===== config.mk =====
export PLATFORM = sky130hd
export DESIGN_NAME = clipped_line_pixel_generator_flat
export DESIGN_NICKNAME = d
export VERILOG_FILES = /design/src/sv/clgp_pkg.sv /design/src/sv/clgp_cmd_if.sv /design/src/sv/clgp_pixel_if.sv /design/src/sv/clgp_front.sv /design/src/sv/clgp_queue.sv /design/src/sv/clgp_back.sv /design/src/sv/clipped_line_pixel_generator.sv /design/src/flat_wrapper.sv
export SDC_FILE = /design/constraint.sdc
export NUM_CORES = 1
export LEC_CHECK = 0
export ABC_CLOCK_PERIOD_IN_PS = 11000
export BUFFER_PORTS_ARGS = -buffer_cell sky130_fd_sc_hd__buf_2
export CAP_MARGIN = 5
export CORE_ASPECT_RATIO = 1.75
export CORE_MARGIN = 10
export CORE_UTILIZATION = 45
export DETAILED_ROUTE_END_ITERATION = 10
export HOLD_SLACK_MARGIN = 0.02
export PLACE_DENSITY = 0.65
export SKIP_LAST_GASP = 1
export SLEW_MARGIN = 25
export SYNTH_ARGS = -nofsm -noshare
export SYNTH_HDL_FRONTEND = slang
export SYNTH_SLANG_ARGS = --single-unit

===== constraint.sdc =====
create_clock -name clk -period 11 [get_ports clk]
set_input_delay 0 -clock clk [delete_from_list [all_inputs] [get_ports clk]]
set_output_delay 0 -clock clk [all_outputs]
set_load 0.005 [all_outputs]

===== src/sv/clgp_pkg.sv =====
// Shared constants, register codes and types of the clipped line pixel generator.
package clgp_pkg;

    localparam int COORD_BITS     = 12;
    localparam int FRAME_BITS     = 12;
    localparam int ADDR_BITS      = 22;
    localparam int COLOR_BITS     = 32;
    localparam int QUEUE_DEPTH    = 4;
    localparam int CFG_INDEX_BITS = 1;

    localparam logic [FRAME_BITS-1:0] FRAME_WIDTH_RESET  = 12'd640;
    localparam logic [FRAME_BITS-1:0] FRAME_HEIGHT_RESET = 12'd480;

    localparam logic [CFG_INDEX_BITS-1:0] REG_FRAME_WIDTH  = 1'b0;
    localparam logic [CFG_INDEX_BITS-1:0] REG_FRAME_HEIGHT = 1'b1;

    localparam logic OP_LOAD = 1'b0;
    localparam logic OP_STEP = 1'b1;

    // Frame size as seen by the stepper.
    typedef struct packed {
        logic [FRAME_BITS-1:0] width;
        logic [FRAME_BITS-1:0] height;
    } frame_cfg_t;

    // Classified item at the default coordinate width; the top level builds
    // the same layout at its own coordinate width.
    typedef struct packed {
        logic                    is_load;
        logic                    active;
        logic                    x_negative;
        logic                    y_negative;
        logic                    x_is_major;
        logic [COORD_BITS-1:0]   start_x;
        logic [COORD_BITS-1:0]   start_y;
        logic [COORD_BITS-1:0]   end_x;
        logic [COORD_BITS-1:0]   end_y;
        logic [COORD_BITS:0]     abs_dx;
        logic [COORD_BITS:0]     abs_dy;
        logic [COORD_BITS+2:0]   error_term;
        logic [COLOR_BITS-1:0]   color;
    } line_setup_t;

endpackage


===== src/sv/clgp_cmd_if.sv =====
// Command channel: line loads and step requests.
interface clgp_cmd_if #(
    parameter int COORD_BITS = clgp_pkg::COORD_BITS
) ();
    logic                              valid;
    logic                              ready;
    logic                              operation;
    logic signed [COORD_BITS-1:0]      start_x;
    logic signed [COORD_BITS-1:0]      start_y;
    logic signed [COORD_BITS-1:0]      end_x;
    logic signed [COORD_BITS-1:0]      end_y;
    logic [clgp_pkg::COLOR_BITS-1:0]   line_color;

    modport source (
        output valid, operation, start_x, start_y, end_x, end_y, line_color,
        input  ready
    );

    modport sink (
        input  valid, operation, start_x, start_y, end_x, end_y, line_color,
        output ready
    );
endinterface


===== src/sv/clgp_pixel_if.sv =====
// Pixel channel: one produced pixel per item.
interface clgp_pixel_if #(
    parameter int COORD_BITS = clgp_pkg::COORD_BITS
) ();
    logic                              valid;
    logic                              ready;
    logic                              pixel_valid;
    logic                              in_frame;
    logic signed [COORD_BITS-1:0]      pixel_x;
    logic signed [COORD_BITS-1:0]      pixel_y;
    logic [clgp_pkg::ADDR_BITS-1:0]    pixel_address;
    logic [clgp_pkg::COLOR_BITS-1:0]   pixel_color;
    logic                              last_pixel;

    modport source (
        output valid, pixel_valid, in_frame, pixel_x, pixel_y, pixel_address,
               pixel_color, last_pixel,
        input  ready
    );

    modport sink (
        input  valid, pixel_valid, in_frame, pixel_x, pixel_y, pixel_address,
               pixel_color, last_pixel,
        output ready
    );
endinterface


===== src/sv/clgp_front.sv =====
// Front end: accepts command items, classifies them and works out line setup.
module clgp_front #(
    parameter int  COORD_BITS = clgp_pkg::COORD_BITS,
    parameter type setup_t    = clgp_pkg::line_setup_t
) (
    clgp_cmd_if.sink cmd,
    input  logic     q_full,
    output logic     q_push,
    output setup_t   q_data
);
    localparam int DW = COORD_BITS + 1;
    localparam int EW = COORD_BITS + 3;

    logic signed [DW-1:0] dx;
    logic signed [DW-1:0] dy;
    logic [DW-1:0]        adx;
    logic [DW-1:0]        ady;
    logic [DW-1:0]        major;
    logic [DW-1:0]        minor;
    logic                 x_major;
    logic [EW-1:0]        err;

    always_comb
    begin
        dx = $signed({cmd.end_x[COORD_BITS-1], cmd.end_x})
           - $signed({cmd.start_x[COORD_BITS-1], cmd.start_x});
        dy = $signed({cmd.end_y[COORD_BITS-1], cmd.end_y})
           - $signed({cmd.start_y[COORD_BITS-1], cmd.start_y});
        adx = dx[DW-1] ? DW'(-dx) : DW'(dx);
        ady = dy[DW-1] ? DW'(-dy) : DW'(dy);
        x_major = adx > ady;
        major = x_major ? adx : ady;
        minor = x_major ? ady : adx;
        // Error starts at twice the minor delta less the major delta.
        err = {1'b0, minor, 1'b0} - {2'b00, major};
    end

    always_comb
    begin
        q_data            = '0;
        q_data.is_load    = (cmd.operation == clgp_pkg::OP_LOAD);
        q_data.active     = (adx != '0) || (ady != '0);
        q_data.x_negative = dx[DW-1] || (dx == '0);
        q_data.y_negative = dy[DW-1] || (dy == '0);
        q_data.x_is_major = x_major;
        q_data.start_x    = cmd.start_x;
        q_data.start_y    = cmd.start_y;
        q_data.end_x      = cmd.end_x;
        q_data.end_y      = cmd.end_y;
        q_data.abs_dx     = adx;
        q_data.abs_dy     = ady;
        q_data.error_term = err;
        q_data.color      = cmd.line_color;
    end

    assign cmd.ready = !q_full;
    assign q_push    = cmd.valid && !q_full;
endmodule


===== src/sv/clgp_queue.sv =====
// Short first-in first-out queue between the front end and the stepper.
module clgp_queue #(
    parameter type data_t = logic,
    parameter int  DEPTH  = clgp_pkg::QUEUE_DEPTH
) (
    input  logic  clk,
    input  logic  rst_n,
    input  logic  push,
    input  data_t push_data,
    output logic  full,
    input  logic  pop,
    output data_t pop_data,
    output logic  not_empty
);
    localparam int PW = (DEPTH > 1) ? $clog2(DEPTH) : 1;
    localparam int CW = $clog2(DEPTH + 1);

    data_t          store_reg [DEPTH];
    logic [PW-1:0]  wr_ptr_reg;
    logic [PW-1:0]  wr_ptr_next;
    logic [PW-1:0]  rd_ptr_reg;
    logic [PW-1:0]  rd_ptr_next;
    logic [CW-1:0]  count_reg;
    logic [CW-1:0]  count_next;

    assign full      = (count_reg == CW'(DEPTH));
    assign not_empty = (count_reg != '0);
    assign pop_data  = store_reg[rd_ptr_reg];

    always_comb
    begin
        wr_ptr_next = wr_ptr_reg;
        rd_ptr_next = rd_ptr_reg;
        count_next  = count_reg;
        if (push)
        begin
            wr_ptr_next = (wr_ptr_reg == PW'(DEPTH - 1)) ? '0 : wr_ptr_reg + 1'b1;
        end
        if (pop)
        begin
            rd_ptr_next = (rd_ptr_reg == PW'(DEPTH - 1)) ? '0 : rd_ptr_reg + 1'b1;
        end
        if (push && !pop)
        begin
            count_next = count_reg + 1'b1;
        end
        else if (pop && !push)
        begin
            count_next = count_reg - 1'b1;
        end
    end

    always_ff @(posedge clk or negedge rst_n)
    begin
        if (!rst_n)
        begin
            wr_ptr_reg <= '0;
            rd_ptr_reg <= '0;
            count_reg  <= '0;
        end
        else
        begin
            wr_ptr_reg <= wr_ptr_next;
            rd_ptr_reg <= rd_ptr_next;
            count_reg  <= count_next;
        end
    end

    always_ff @(posedge clk)
    begin
        if (push)
        begin
            store_reg[wr_ptr_reg] <= push_data;
        end
    end
endmodule


===== src/sv/clgp_back.sv =====
// Back end: the line stepper with clipping, addressing and the output register.
module clgp_back #(
    parameter int  COORD_BITS = clgp_pkg::COORD_BITS,
    parameter type setup_t    = clgp_pkg::line_setup_t
) (
    input  logic                 clk,
    input  logic                 rst_n,
    input  clgp_pkg::frame_cfg_t cfg,
    input  logic                 q_valid,
    input  setup_t               q_data,
    output logic                 q_pop,
    clgp_pixel_if.source         pixel
);
    localparam int W  = COORD_BITS;
    localparam int DW = COORD_BITS + 1;
    localparam int EW = COORD_BITS + 3;
    localparam int FB = clgp_pkg::FRAME_BITS;
    localparam int AB = clgp_pkg::ADDR_BITS;
    localparam int CB = clgp_pkg::COLOR_BITS;
    localparam int MW = (W > FB) ? W : FB;

    // Line state.
    logic [W-1:0]   cur_x_reg;
    logic [W-1:0]   cur_y_reg;
    logic [W-1:0]   stop_x_reg;
    logic [W-1:0]   stop_y_reg;
    logic [DW-1:0]  abs_dx_reg;
    logic [DW-1:0]  abs_dy_reg;
    logic           x_negative_reg;
    logic           y_negative_reg;
    logic           x_is_major_reg;
    logic [EW-1:0]  error_reg;
    logic [CB-1:0]  color_reg;
    logic           active_reg;
    logic           active_next;

    // Output register.
    logic           out_valid_reg;
    logic           out_valid_next;
    logic           out_in_frame_reg;
    logic [W-1:0]   out_x_reg;
    logic [W-1:0]   out_y_reg;
    logic [AB-1:0]  out_addr_reg;
    logic [CB-1:0]  out_color_reg;
    logic           out_last_reg;

    logic           take;
    logic           produce;
    logic [W-1:0]   step_x;
    logic [W-1:0]   step_y;
    logic [EW-1:0]  err_add;
    logic [EW-1:0]  err_new;
    logic           minor_step;
    logic [W-1:0]   new_x;
    logic [W-1:0]   new_y;
    logic           last;
    logic           in_frame_now;
    logic [AB-1:0]  addr;

    assign take    = q_valid && (!out_valid_reg || pixel.ready);
    assign q_pop   = take;
    assign produce = take && !q_data.is_load && active_reg;

    always_comb
    begin
        step_x = x_negative_reg ? cur_x_reg - 1'b1 : cur_x_reg + 1'b1;
        step_y = y_negative_reg ? cur_y_reg - 1'b1 : cur_y_reg + 1'b1;
        err_add = error_reg + (x_is_major_reg ? {2'b00, abs_dy_reg} : {2'b00, abs_dx_reg});
        // The x-major case needs a strictly positive error, the y-major case
        // steps on zero as well.
        if (x_is_major_reg)
        begin
            minor_step = !err_add[EW-1] && (err_add != '0);
        end
        else
        begin
            minor_step = !err_add[EW-1];
        end
        if (minor_step)
        begin
            err_new = err_add - (x_is_major_reg ? {2'b00, abs_dx_reg}
                                                : {2'b00, abs_dy_reg});
        end
        else
        begin
            err_new = err_add;
        end
        new_x = (x_is_major_reg || minor_step) ? step_x : cur_x_reg;
        new_y = (!x_is_major_reg || minor_step) ? step_y : cur_y_reg;
        last  = x_is_major_reg ? (new_x == stop_x_reg) : (new_y == stop_y_reg);
    end

    always_comb
    begin
        in_frame_now = !cur_x_reg[W-1] && !cur_y_reg[W-1]
                    && (MW'(cur_x_reg) < MW'(cfg.width))
                    && (MW'(cur_y_reg) < MW'(cfg.height));
        addr = in_frame_now ? AB'(AB'(cfg.width) * AB'(cur_y_reg)) + AB'(cur_x_reg) : '0;
    end

    always_comb
    begin
        active_next = active_reg;
        if (take)
        begin
            if (q_data.is_load)
            begin
                active_next = q_data.active;
            end
            else if (active_reg && last)
            begin
                active_next = 1'b0;
            end
        end
        if (take)
        begin
            out_valid_next = produce;
        end
        else
        begin
            out_valid_next = out_valid_reg && !pixel.ready;
        end
    end

    always_ff @(posedge clk or negedge rst_n)
    begin
        if (!rst_n)
        begin
            active_reg    <= 1'b0;
            out_valid_reg <= 1'b0;
        end
        else
        begin
            active_reg    <= active_next;
            out_valid_reg <= out_valid_next;
        end
    end

    always_ff @(posedge clk)
    begin
        if (take && q_data.is_load)
        begin
            cur_x_reg      <= q_data.start_x;
            cur_y_reg      <= q_data.start_y;
            stop_x_reg     <= q_data.end_x;
            stop_y_reg     <= q_data.end_y;
            abs_dx_reg     <= q_data.abs_dx;
            abs_dy_reg     <= q_data.abs_dy;
            x_negative_reg <= q_data.x_negative;
            y_negative_reg <= q_data.y_negative;
            x_is_major_reg <= q_data.x_is_major;
            error_reg      <= q_data.error_term;
            color_reg      <= q_data.color;
        end
        else if (produce)
        begin
            cur_x_reg <= new_x;
            cur_y_reg <= new_y;
            error_reg <= err_new;
        end

        if (produce)
        begin
            out_in_frame_reg <= in_frame_now;
            out_x_reg        <= cur_x_reg;
            out_y_reg        <= cur_y_reg;
            out_addr_reg     <= addr;
            out_color_reg    <= color_reg;
            out_last_reg     <= last;
        end
    end

    assign pixel.valid         = out_valid_reg;
    assign pixel.pixel_valid   = 1'b1;
    assign pixel.in_frame      = out_in_frame_reg;
    assign pixel.pixel_x       = out_x_reg;
    assign pixel.pixel_y       = out_y_reg;
    assign pixel.pixel_address = out_addr_reg;
    assign pixel.pixel_color   = out_color_reg;
    assign pixel.last_pixel    = out_last_reg;
endmodule


===== src/sv/clipped_line_pixel_generator.sv =====
// Top level of the clipped line pixel generator.
//
// Usage: items arrive on the cmd channel. An item with operation zero loads a
// line (start point, end point, color) and produces nothing; an item with
// operation one asks for one step and produces one item on the pixel channel
// while a line is in progress, and nothing otherwise. Each pixel carries its
// position, whether it lies inside the frame, its linear address
// frame_width*y+x (zero outside the frame), the line color and a flag on the
// final pixel. The end point itself is never drawn.
// The frame size is set through the write port (cfg_we, cfg_index, cfg_data)
// while the block is idle, a rule on the user that the block itself does not
// enforce; the frame resets to 640 by 480. Throughput: one item per clock
// while the pixel channel does not stall. The front end classifies each item
// and computes the line setup, a four-entry queue carries it to the stepper,
// and the stepper retires one queued item per clock to its output register.
// When the receiver stalls, the pixel waits in the output register, the queue
// fills and cmd.ready drops once it is full; nothing is lost.
// Reset empties the queue, drops any pending pixel and leaves no line active.
module clipped_line_pixel_generator #(
    parameter int COORD_BITS = clgp_pkg::COORD_BITS
) (
    input  logic                                 clk,
    input  logic                                 rst_n,
    input  logic                                 cfg_we,
    input  logic [clgp_pkg::CFG_INDEX_BITS-1:0]  cfg_index,
    input  logic [clgp_pkg::FRAME_BITS-1:0]      cfg_data,
    clgp_cmd_if.sink                             cmd,
    clgp_pixel_if.source                         pixel
);
    // Same layout as the package's setup type, at this coordinate width.
    typedef struct packed {
        logic                              is_load;
        logic                              active;
        logic                              x_negative;
        logic                              y_negative;
        logic                              x_is_major;
        logic [COORD_BITS-1:0]             start_x;
        logic [COORD_BITS-1:0]             start_y;
        logic [COORD_BITS-1:0]             end_x;
        logic [COORD_BITS-1:0]             end_y;
        logic [COORD_BITS:0]               abs_dx;
        logic [COORD_BITS:0]               abs_dy;
        logic [COORD_BITS+2:0]             error_term;
        logic [clgp_pkg::COLOR_BITS-1:0]   color;
    } setup_t;

    clgp_pkg::frame_cfg_t cfg_reg;
    clgp_pkg::frame_cfg_t cfg_next;

    logic   q_full;
    logic   q_push;
    logic   q_pop;
    logic   q_valid;
    setup_t q_in;
    setup_t q_out;

    // Frame size registers; an unknown index leaves both unchanged.
    always_comb
    begin
        cfg_next = cfg_reg;
        if (cfg_we)
        begin
            case (cfg_index)
                clgp_pkg::REG_FRAME_WIDTH:  cfg_next.width  = cfg_data;
                clgp_pkg::REG_FRAME_HEIGHT: cfg_next.height = cfg_data;
                default:                    cfg_next        = cfg_reg;
            endcase
        end
    end

    always_ff @(posedge clk or negedge rst_n)
    begin
        if (!rst_n)
        begin
            cfg_reg.width  <= clgp_pkg::FRAME_WIDTH_RESET;
            cfg_reg.height <= clgp_pkg::FRAME_HEIGHT_RESET;
        end
        else
        begin
            cfg_reg <= cfg_next;
        end
    end

    clgp_front #(
        .COORD_BITS (COORD_BITS),
        .setup_t    (setup_t)
    ) u_front (
        .cmd    (cmd),
        .q_full (q_full),
        .q_push (q_push),
        .q_data (q_in)
    );

    clgp_queue #(
        .data_t (setup_t),
        .DEPTH  (clgp_pkg::QUEUE_DEPTH)
    ) u_queue (
        .clk       (clk),
        .rst_n     (rst_n),
        .push      (q_push),
        .push_data (q_in),
        .full      (q_full),
        .pop       (q_pop),
        .pop_data  (q_out),
        .not_empty (q_valid)
    );

    clgp_back #(
        .COORD_BITS (COORD_BITS),
        .setup_t    (setup_t)
    ) u_back (
        .clk     (clk),
        .rst_n   (rst_n),
        .cfg     (cfg_reg),
        .q_valid (q_valid),
        .q_data  (q_out),
        .q_pop   (q_pop),
        .pixel   (pixel)
    );
endmodule

===== src/flat_wrapper.sv =====
// flat-port wrapper written by rule: the top's interface ports become plain ports
module clipped_line_pixel_generator_flat 
#(
    parameter int COORD_BITS = clgp_pkg::COORD_BITS
)
  (clk, rst_n, cfg_we, cfg_index, cfg_data, cmd_valid, cmd_operation, cmd_start_x, cmd_start_y, cmd_end_x, cmd_end_y, cmd_line_color, cmd_ready, pixel_valid, pixel_pixel_valid, pixel_in_frame, pixel_pixel_x, pixel_pixel_y, pixel_pixel_address, pixel_pixel_color, pixel_last_pixel, pixel_ready);
  clgp_cmd_if #(.COORD_BITS(COORD_BITS)) cmd_i ();
  clgp_pixel_if #(.COORD_BITS(COORD_BITS)) pixel_i ();
  input  logic clk;
  input  logic rst_n;
  input  logic cfg_we;
  input  logic [clgp_pkg::CFG_INDEX_BITS-1:0] cfg_index;
  input  logic [clgp_pkg::FRAME_BITS-1:0] cfg_data;
  input wire logic [$bits(cmd_i.valid)-1:0] cmd_valid;
  input wire logic [$bits(cmd_i.operation)-1:0] cmd_operation;
  input wire logic [$bits(cmd_i.start_x)-1:0] cmd_start_x;
  input wire logic [$bits(cmd_i.start_y)-1:0] cmd_start_y;
  input wire logic [$bits(cmd_i.end_x)-1:0] cmd_end_x;
  input wire logic [$bits(cmd_i.end_y)-1:0] cmd_end_y;
  input wire logic [$bits(cmd_i.line_color)-1:0] cmd_line_color;
  output wire logic [$bits(cmd_i.ready)-1:0] cmd_ready;
  output wire logic [$bits(pixel_i.valid)-1:0] pixel_valid;
  output wire logic [$bits(pixel_i.pixel_valid)-1:0] pixel_pixel_valid;
  output wire logic [$bits(pixel_i.in_frame)-1:0] pixel_in_frame;
  output wire logic [$bits(pixel_i.pixel_x)-1:0] pixel_pixel_x;
  output wire logic [$bits(pixel_i.pixel_y)-1:0] pixel_pixel_y;
  output wire logic [$bits(pixel_i.pixel_address)-1:0] pixel_pixel_address;
  output wire logic [$bits(pixel_i.pixel_color)-1:0] pixel_pixel_color;
  output wire logic [$bits(pixel_i.last_pixel)-1:0] pixel_last_pixel;
  input wire logic [$bits(pixel_i.ready)-1:0] pixel_ready;
  assign cmd_i.valid = cmd_valid;
  assign cmd_i.operation = cmd_operation;
  assign cmd_i.start_x = cmd_start_x;
  assign cmd_i.start_y = cmd_start_y;
  assign cmd_i.end_x = cmd_end_x;
  assign cmd_i.end_y = cmd_end_y;
  assign cmd_i.line_color = cmd_line_color;
  assign cmd_ready = cmd_i.ready;
  assign pixel_valid = pixel_i.valid;
  assign pixel_pixel_valid = pixel_i.pixel_valid;
  assign pixel_in_frame = pixel_i.in_frame;
  assign pixel_pixel_x = pixel_i.pixel_x;
  assign pixel_pixel_y = pixel_i.pixel_y;
  assign pixel_pixel_address = pixel_i.pixel_address;
  assign pixel_pixel_color = pixel_i.pixel_color;
  assign pixel_last_pixel = pixel_i.last_pixel;
  assign pixel_i.ready = pixel_ready;
  clipped_line_pixel_generator #(.COORD_BITS(COORD_BITS)) u_core (.clk(clk), .rst_n(rst_n), .cfg_we(cfg_we), .cfg_index(cfg_index), .cfg_data(cfg_data), .cmd(cmd_i), .pixel(pixel_i));
endmodule

==> results of run 1 <==
[stage by stage]
| step | instance area, um2 | instances | hold WS, ns | setup slack (ns) | utilization, % |
|---|---|---|---|---|---|
| after floorplan | 37500 | 2579 | -0.296 | 3.67 | - |
| after global placement | 39700 | 3771 | 0.145 | 2.31 | 47.8 |
| after detailed placement | 39700 | 3771 | 0.169 | 2.04 | 47.8 |
| after CTS | 43200 | 4004 | 0.0217 | 2.12 | 52.0 |
| after global routing | 43200 | 4004 | 0.0529 | 1.35 | 52.0 |
| final | 43200 | 4004 | 0.0687 | 2.23 | 52.0 |
[worst max-delay path by stage]
stage	slack (ns)	depth (start not counted)	start	endpoint
floorplan	3.67	35	cmd_end_x[0]	u_core.u_queue.store_reg[0][46]
global placement	2.31	37	cmd_end_y[0]	u_core.u_queue.store_reg[0][46]
detailed placement	2.04	36	cmd_end_y[0]	u_core.u_queue.store_reg[3][46]
CTS	2.12	36	cmd_start_y[5]	u_core.u_queue.store_reg[2][46]
global route	1.35	38	cmd_end_x[0]	u_core.u_queue.store_reg[2][46]
finish	2.23	38	cmd_end_x[0]	u_core.u_queue.store_reg[2][46]
[cells in the mapped netlist (all sizes together), types with 44 or more instances]
| cell | count | share of area (%) |
|---|---|---|
| a21oi | 99 | 1.4 |
| and2 | 59 | 0.98 |
| clkbuf | 67 | 0.67 |
| edfxtp | 708 | 57 |
| fa | 118 | 6.3 |
| ha | 183 | 6.1 |
| inv | 256 | 2.6 |
| mux4 | 126 | 7.6 |
| nand2 | 196 | 2.0 |
| nor2 | 107 | 1.1 |
| o21ai | 86 | 1.1 |
| xnor2 | 80 | 1.9 |
| xor2 | 44 | 1.0 |
[worst max-delay path, delay by kind of cell]
family                     cells  cell delay, ns
and+or+nand+nor               11            1.74
AOI/OAI and AO/OA             17            4.39
buffers and inverters          5            1.30
adders and majority gates      5            1.70
[final cells by class]
type                       instances  area [um2]  area share [%]
timing repair buffer             325        2280            5.28
sequential                       741       22100            51.2
multi-input combinational       1496       14200            32.8
tap                             1065        1330            3.09
clock buffer                      75        1750            4.05
inverter                         256         966            2.24
clock inverter                    46         566            1.31
[logic make-up after synthesis]
group	after synthesis	share of synthesized area, %
compound gates	356	6.13
simple gates	520	6.68
other cells	1	0.0100
xor+xnor	125	2.98
buf+inv	342	3.43
flops	741	58.9
fa+ha+maj	304	12.5
mux	190	9.37
[metal layers]
layer,vias up,part of all wire [%],track usage [%]
li1,10100,-,-
met1,11400,36,20.7
met2,611,56,37.8
met3,204,4.4,3.40
met4,18,4.2,8.88
met5,-,0.11,0
==> results.py, run 1 <==
metrics = {
    "run_status": {
        "outcome": "finished, final reports clean",
    },
    "routing": {
        "num_vias": 22300,
        "drt_iter0_drc": 1258,
        "first_pass_iters": 6,
        "drc": 0,
        "wl_per_cell_um": 23.4,
        "via_per_inst": 5.58,
        "drt-total-wl_um": 93800,
        "ant_nets": 0,
    },
    "timing": {
        "finalMaxSlewViolations": 0,
        "min_period_over_period_pct": 79.8,
        "relSlewSlack_pct": 17.2,
        "rsz0062_at_grt": "no",
        "max_clock_freq_mhz": 114,
        "finalSetupViolCount": 0,
        "finalHoldViolCount": 0,
        "fin_skew_ns": 0.0514,
        "tightest_slew_ns": 1.23,
        "finalSetupTns_ns": 0,
        "period_needed_ns": 8.77,
    },
    "worst_setup_path": {
        "cp.required_ns": 11.38,
        "cpMostUsedCell": "o21ai_0",
        "worstSetupEndpointType": "flip-flop",
        "critPathKind": "in -> reg",
        "cp_slowest_cell": "o21ai_0",
        "r2r_end": "u_core.u_back.active_reg",
        "arrival_ns": 9.15,
        "crit_fanout": 34,
        "critPathMaxStageDelay_ns": 0.78,
        "startpoint_type": "primary input",
        "reg2reg_depth": 18,
        "r2r_start": "u_core.u_back.x_is_major_reg",
        "r2r_slack_ns": 4.24,
    },
    "synth": {
        "ys.flop_type": "edfxtp_1",
        "synth-async-reset-ratio_pct": 4.45,
        "synth_nets": 2979,
        "ys_ff_latch": 741,
        "syn_avg_cell_area_um2": 14.5,
        "seq_area_frac_synth_pct": 58.9,
        "synth_area_um2": 37500,
        "postSynthCellCount": 2579,
        "ys_types": 82,
        "ys_warn_count": 0,
        "synth-edff-count": 708,
    },
    "floorplanning": {
        "die_height_um": 402,
        "die-area_um2": 95700,
        "io_pins": 182,
        "design.core.area_um2": 83000,
        "chipWidth_um": 238,
        "rows": 140,
        "start_util_pct": 45.2,
    },
    "layout": {
        "layout-drive-gt1-share_pct": 17.3,
        "fin_nets": 3288,
        "n_antenna_cell": 0,
        "fillers": 6859,
        "syn_to_final_growth_pct": 15.1,
        "layout_common_cells": "708 x edfxtp_1, 253 x inv_1, 194 x nand2_1",
        "mostFrequentLayoutCell": "edfxtp_1",
        "largest_reg_flops": 504,
    },
    "cts": {
        "cts_hold_buf": 112,
        "path_clk_slew_ns": 0.06,
        "ctsLongestPathBuffers": 3,
        "clock_latency_ns": 0.68,
        "cts_tree": "done",
        "cts_setup_buffers": 0,
        "cts.sinks": 741,
        "cts_root_buffer": "clkbuf_16",
        "cts_resized": 0,
        "cts_buffers": 68,
        "htree_num_levels": 3,
    },
    "placed_design": {
        "hpwl_um": 66600,
        "io_buffers": 180,
        "place_congestion": 0.972,
    },
    "global_routing": {
        "track_usage_pct": 19.8,
        "grt_max_degree": 71,
        "first_global_vias": 24200,
        "grt_pass1_wl_um": 144000,
        "gr-total-overflow": 0,
        "antenna_found_initial": 10,
    },
    "hold_path": {
        "holdPathEnd": "u_core.u_queue.store_reg[3][30]",
        "hold_path_depth": 2,
        "hp-start": "cmd_line_color[30]",
        "min_path_type": "in -> reg",
    },
    "run": {
        "cap_violations": 0,
    },
}
Power of run 1 is not shown: default switching activity piles up to over one toggle a cycle in this logic, so the estimate is an artifact.
==> inputs of run 2 (changes only) <==
--- a/config.mk
+++ b/config.mk
@@ -5,7 +5,8 @@
 export SDC_FILE = /design/constraint.sdc
 export NUM_CORES = 1
 export LEC_CHECK = 0
-export ABC_CLOCK_PERIOD_IN_PS = 11000
+export ABC_AREA = 1
+export ABC_CLOCK_PERIOD_IN_PS = 8200
 export BUFFER_PORTS_ARGS = -buffer_cell sky130_fd_sc_hd__buf_2
 export CAP_MARGIN = 5
 export CORE_ASPECT_RATIO = 1.75
@@ -13,7 +14,7 @@
 export CORE_UTILIZATION = 45
 export DETAILED_ROUTE_END_ITERATION = 10
 export HOLD_SLACK_MARGIN = 0.02
-export PLACE_DENSITY = 0.65
+export PLACE_DENSITY = 0.64
 export SKIP_LAST_GASP = 1
 export SLEW_MARGIN = 25
 export SYNTH_ARGS = -nofsm -noshare
==> constraint.sdc (replaced) <==
create_clock -name clk -period 8.2 [get_ports clk]
set_input_delay 0 -clock clk [delete_from_list [all_inputs] [get_ports clk]]
set_output_delay 0 -clock clk [all_outputs]
set_load 0.005 [all_outputs]
==> run 2 against run 1 <==
Compared with the run above:
- clock skew is 0.013 ns lower
- final area is 1.7% higher
- highest routed layer is now met4
- register-to-register slack worse by 2.2 ns
- worst hold slack better by 0.023 ns
- wire length is 1.3% higher
- first-iteration DRC count is 33% higher
- largest cell class unchanged
- setup slack worse by 0.21 ns
- critical path depth is 8 lower
- utilization is 0.16 points lower
- final cell count is 25% higher
==> results.py, run 2 <==
metrics = {
    "synth": {
        "synth_area_um2": 38500,
        "synth_top_area_share_pct": 55.3,
        "synthTopCellsByArea": "edfxtp_1 55%, fa_1 6.1%, ha_1 6.0%",
        "ys_types": 53,
        "ys.flop_type": "edfxtp_1",
        "ys_warn_count": 0,
        "postSynthCellCount": 3620,
        "synth_top_area_cell": "edfxtp_1",
        "synth_nets": 4020,
        "ys_top_cells_by_count": "708 x edfxtp_1, 597 x nand2_1, 456 x inv_1, 382 x nor2_1, 370 x o21ai_0",
        "seq_area_frac_synth_pct": 57.4,
        "syn_avg_cell_area_um2": 10.6,
        "yosysMostFrequentCell": "edfxtp_1",
        "synth-async-reset-ratio_pct": 4.45,
        "ys_ff_latch": 741,
        "synth-edff-count": 708,
    },
    "worst_setup_path": {
        "startpoint_type": "flip-flop",
        "critPathKind": "reg -> reg",
        "arrival_ns": 6.58,
        "path_buf_inv": 4,
        "cp.required_ns": 8.60,
        "cp_slowest_cell": "edfxtp_1",
        "cpMostUsedCell": "nand2_1",
        "critPathMaxStageDelay_ns": 0.73,
        "worstSetupEndpointType": "flip-flop",
        "crit_fanout": 17,
        "critPathTopFamily": "adder cells",
    },
    "floorplanning": {
        "io_pins": 182,
        "die_height_um": 407,
        "die-area_um2": 98100,
        "start_util_pct": 45.4,
        "design.core.area_um2": 84700,
        "chipWidth_um": 241,
        "rows": 141,
    },
    "placed_design": {
        "place_congestion": 0.868,
        "hpwl_um": 64400,
        "dp_cells": 4760,
        "io_buffers": 180,
        "pre_cts_slack_ns": 1.96,
    },
    "cts": {
        "cts_buffers": 71,
        "cts.sinks": 741,
        "htree_num_levels": 3,
        "ctsLongestPathBuffers": 3,
        "cts_tree": "done",
        "cts_root_buffer": "clkbuf_16",
        "path_clk_slew_ns": 0.06,
        "cts_setup_buffers": 0,
        "clock_latency_ns": 0.65,
    },
    "timing": {
        "finalSetupViolCount": 0,
        "fin_skew_ns": 0.0383,
        "rsz0062_at_grt": "no",
        "relSlewSlack_pct": 37.9,
        "finalSetupTns_ns": 0,
        "setup_slack_ns": 2.02,
        "finalMaxSlewViolations": 0,
        "min_period_over_period_pct": 75.4,
        "max_clock_freq_mhz": 162,
        "tightest_slew_ns": 0.931,
        "period_needed_ns": 6.18,
        "finalHoldViolCount": 0,
    },
    "layout": {
        "fin_cells": 4989,
        "fillers": 7447,
        "syn_to_final_growth_pct": 14.1,
        "largest_reg_flops": 504,
        "layout_common_cells": "708 x edfxtp_1, 596 x nand2_1, 455 x inv_1",
        "layout-drive-gt1-share_pct": 10.0,
        "utilization_pct": 51.8,
        "fin_nets": 4259,
        "mostFrequentLayoutCell": "edfxtp_1",
    },
    "run_status": {
        "outcome": "finished, final reports clean",
    },
    "routing": {
        "ant_nets": 0,
        "num_vias": 26600,
        "first_pass_iters": 5,
        "wl_per_cell_um": 19.0,
        "drc": 0,
        "via_per_inst": 5.34,
        "drt_iter0_drc": 1674,
        "drt-total-wl_um": 95000,
    },
    "global_routing": {
        "gr-total-overflow": 0,
        "first_global_vias": 26700,
        "grt_pass1_wl_um": 147000,
        "track_usage_pct": 19.4,
        "grt_max_degree": 125,
        "antenna_found_initial": 0,
    },
    "hold_path": {
        "min_path_type": "in -> reg",
    },
    "run": {
        "cap_violations": 0,
    },
}
[run 2: final timing paths]
check                                            startpoint  cells past startpoint  slack [ns]                                    end
worst max register to register   u_core.u_back.cur_y_reg[0]                     30        2.02  u_core.u_back.pixel.pixel_address[21]
worst max-delay path             u_core.u_back.cur_y_reg[0]                     30        2.02  u_core.u_back.pixel.pixel_address[21]
min in group asynchronous                             rst_n                      3        0.61                     u_core.cfg_reg[19]
worst min-delay path                                 cfg_we                      4        0.09                      u_core.cfg_reg[6]
max in group asynchronous                             rst_n                      4        7.36           u_core.u_queue.rd_ptr_reg[0]
worst min register to register  u_core.u_back.color_reg[12]                      0        0.41    u_core.u_back.pixel.pixel_color[12]
[run 2: final cells by class]
| class | instances | area (um2) | area share [%] |
|---|---|---|---|
| well taps | 1072 | 1340 | 3.06 |
| repair buffers | 305 | 2110 | 4.81 |
| inverters | 466 | 1760 | 4.00 |
| clock buffers | 82 | 1860 | 4.23 |
| flip-flops and latches | 741 | 22100 | 50.3 |
| clock inverters | 48 | 617 | 1.40 |
| multi-input cells | 2274 | 14100 | 32.1 |
| diodes | 1 | 2.50 | 0.00570 |
[run 2: timing repair]
action                                  4_1_cts  5_1_grt
hold buffers                                 98        0
hold endpoints to repair                    386        0
gates resized for setup                       0        0
endpoints found under the setup margin        0        0
[run 2: through the flow]
step / area (um2) / hold WS [ns]
final: 43900 / 0.0917
after global routing: 43900 / 0.0913
after CTS: 43900 / 0.0350
after detailed placement: 40400 / 0.150
after global placement: 40400 / 0.151
after floorplan: 38500 / -0.296
[run 2: layer usage]
metal | global-route usage [%] | up-vias | part of all wire, %
li1 | - | 12800 | -
met4 | 7.21 | 0 | 3.1
met1 | 22.4 | 13000 | 39
met2 | 35.4 | 638 | 52
met3 | 2.97 | 159 | 5.2
met5 | 0 | - | 0
[run 2: cell families after synthesis]
logic type,count (synthesis),share of synthesized area (%)
simple gates,1183,12.6
flops,741,57.4
compound gates,709,10.0
buf+inv,605,6.01
fa+ha+maj,301,12.1
xor+xnor,80,1.82
other cells,1,0.00975
[run 2: worst reg2reg max path, delay by kind of cell (launching register included)]
kind	cells	cell delay (ns)
flip-flops	1	0.73
AO/OA/AOI/OAI	5	0.91
adder cells (fa/ha/maj)	6	2.83
AND/OR/NAND/NOR	15	1.26
buffers and inverters	4	0.20
Power of run 2 is left out for the same reason.
==> inputs of run 3 (changes only) <==
--- a/config.mk
+++ b/config.mk
@@ -6,7 +6,7 @@
 export NUM_CORES = 1
 export LEC_CHECK = 0
 export ABC_AREA = 1
-export ABC_CLOCK_PERIOD_IN_PS = 8200
+export ABC_CLOCK_PERIOD_IN_PS = 5240
 export BUFFER_PORTS_ARGS = -buffer_cell sky130_fd_sc_hd__buf_2
 export CAP_MARGIN = 5
 export CORE_ASPECT_RATIO = 1.75
@@ -14,7 +14,7 @@
 export CORE_UTILIZATION = 45
 export DETAILED_ROUTE_END_ITERATION = 10
 export HOLD_SLACK_MARGIN = 0.02
-export PLACE_DENSITY = 0.64
+export PLACE_DENSITY = 0.67
 export SKIP_LAST_GASP = 1
 export SLEW_MARGIN = 25
 export SYNTH_ARGS = -nofsm -noshare
==> constraint.sdc (replaced) <==
create_clock -name clk -period 5.24 [get_ports clk]
set_input_delay 0 -clock clk [delete_from_list [all_inputs] [get_ports clk]]
set_output_delay 0 -clock clk [all_outputs]
set_load 0.005 [all_outputs]
==> run 3 against run 2 <==
Compared with the run above:
- the run now ends with negative setup slack left
- critical path depth decreased by 4
- non-clock buffer count increased by 202
- worst hold slack got worse by 0.0049 ns
- utilization increased by 2.0 points
- maximum frequency increased by 15%
- wire length decreased by 0.18%
- die area unchanged
- sequential share of layout area decreased by 1.8 points
- setup slack got worse by 2.1 ns
- critical endpoint unchanged
==> results.py, run 3 (synthesis results as in run 2) <==
metrics = {
    "routing": {
        "wl_per_cell_um": 18.3,
        "drt-total-wl_um": 94800,
        "first_pass_iters": 8,
        "num_vias": 27100,
        "ant_nets": 0,
        "drc": 0,
        "via_per_inst": 5.23,
        "drt_iter0_drc": 1687,
    },
    "timing": {
        "finalMaxSlewViolations": 0,
        "finalHoldViolCount": 0,
        "tightest_slew_ns": 1.09,
        "relSlewSlack_pct": 27.4,
        "finalSetupViolCount": 3,
        "fin_skew_ns": 0.0207,
        "min_period_over_period_pct": 103,
        "setup_slack_ns": -0.132,
        "rsz0062_at_grt": "yes",
        "period_needed_ns": 5.37,
        "max_clock_freq_mhz": 186,
    },
    "cts": {
        "cts_root_buffer": "clkbuf_16",
        "clock_latency_ns": 0.65,
        "path_clk_slew_ns": 0.06,
        "cts.sinks": 741,
        "htree_num_levels": 3,
        "cts_tree": "done",
        "ctsLongestPathBuffers": 3,
        "cts_buffers": 67,
    },
    "layout": {
        "layout-drive-gt1-share_pct": 15.7,
        "fillers": 7299,
        "fin_nets": 4457,
        "largest_reg_flops": 504,
        "syn_to_final_growth_pct": 18.4,
        "utilization_pct": 53.8,
        "seq_area_um2": 22100,
        "multi_input_area_um2": 14400,
        "layout_common_cells": "708 x edfxtp_1, 585 x nand2_1, 450 x inv_1",
        "mostFrequentLayoutCell": "edfxtp_1",
    },
    "worst_setup_path": {
        "worstSetupEndpointType": "flip-flop",
        "critPathMaxStageDelay_ns": 0.64,
        "arrival_ns": 5.77,
        "path_buf_inv": 3,
        "crit_fanout": 6,
        "startpoint_type": "flip-flop",
        "critPathKind": "reg -> reg",
        "critPathTopFamily": "adder cells",
        "cp.required_ns": 5.64,
        "cpMostUsedCell": "nand2_1",
        "cp_slowest_cell": "dfstp_2",
    },
    "global_routing": {
        "grt_max_degree": 191,
        "track_usage_pct": 19.4,
        "antenna_found_initial": 6,
        "first_global_vias": 27600,
        "grt_pass1_wl_um": 148000,
        "gr-total-overflow": 0,
    },
    "floorplanning": {
        "design.core.area_um2": 84700,
        "die_height_um": 407,
        "chipWidth_um": 241,
        "rows": 141,
        "die-area_um2": 98100,
        "io_pins": 182,
        "start_util_pct": 45.4,
    },
    "placed_design": {
        "hpwl_um": 65600,
        "pre_cts_slack_ns": -0.316,
        "io_buffers": 180,
        "place_congestion": 0.902,
    },
    "run_status": {
        "violations": "negative setup slack",
        "outcome": "finished, violations left",
    },
    "hold_path": {
        "min_path_type": "in -> reg",
    },
    "run": {
        "cap_violations": 0,
    },
}
## run 3: layer usage
metal / share of wire [%] / vias up / track usage (%)
li1: - / 13200 / -
met1: 39 / 13100 / 21.6
met2: 54 / 644 / 36.4
met3: 4.6 / 145 / 2.82
met4: 3.0 / 0 / 7.49
met5: 0 / - / 0
## run 3: final timing paths
| check | start | endpoint | slack [ns] | cells after the start |
|---|---|---|---|---|
| max in group asynchronous | rst_n | u_core.u_queue.rd_ptr_reg[1] | 4.47 | 4 |
| min in group asynchronous | rst_n | u_core.cfg_reg[19] | 0.53 | 3 |
| worst min-delay path | cmd_valid | u_core.u_queue.wr_ptr_reg[1] | 0.09 | 4 |
| worst max-delay path | u_core.cfg_reg[19] | u_core.u_back.pixel.pixel_address[21] | -0.13 | 26 |
| worst max register to register | u_core.cfg_reg[19] | u_core.u_back.pixel.pixel_address[21] | -0.13 | 26 |
| worst min register to register | u_core.u_back.color_reg[10] | u_core.u_back.pixel.pixel_color[10] | 0.41 | 0 |
## run 3: per-stage QoR
stage / hold WS, ns / cells / instance area [um2] / setup TNS, ns
after floorplan: -0.296 / 3620 / 38600 / -644.88
after global routing: 0.0772 / 5184 / 45600 / -2.59
after detailed placement: 0.149 / 4941 / 41900 / -2.93
final: 0.0867 / 5187 / 45600 / -0.304
after global placement: 0.149 / 4941 / 41900 / -1.83
after CTS: 0.0387 / 5170 / 45300 / -0.298
## run 3: final cells by class
cell class              instances  area share, %
diodes                          7         0.0384
clock buffers                  76           3.87
clock inverters                44          0.969
inverters                     466           3.86
multi-input cells            2274           31.6
flip-flops and latches        741           48.5
well taps                    1072           2.94
repair buffers                507           8.17
## run 3: worst register-to-register path: cells and delay by family (launching register included)
family                     cells  cell delay (ns)
AOI/OAI and AO/OA              6             0.72
adders and majority gates      6             2.79
buffers and inverters          3             0.16
DFF                            1             0.64
and+or+nand+nor               11             0.84
## run 3: timing repair
item / in CTS / in global routing
hold buffers: 102 / 1
endpoints found under the hold margin: 382 / 4
endpoints found under the setup margin: 4 / 27
resized for setup: 13 / 53
buffers inserted: 7 / 9
pin swaps: 21 / 22
Power of run 3 is left out for the same reason.
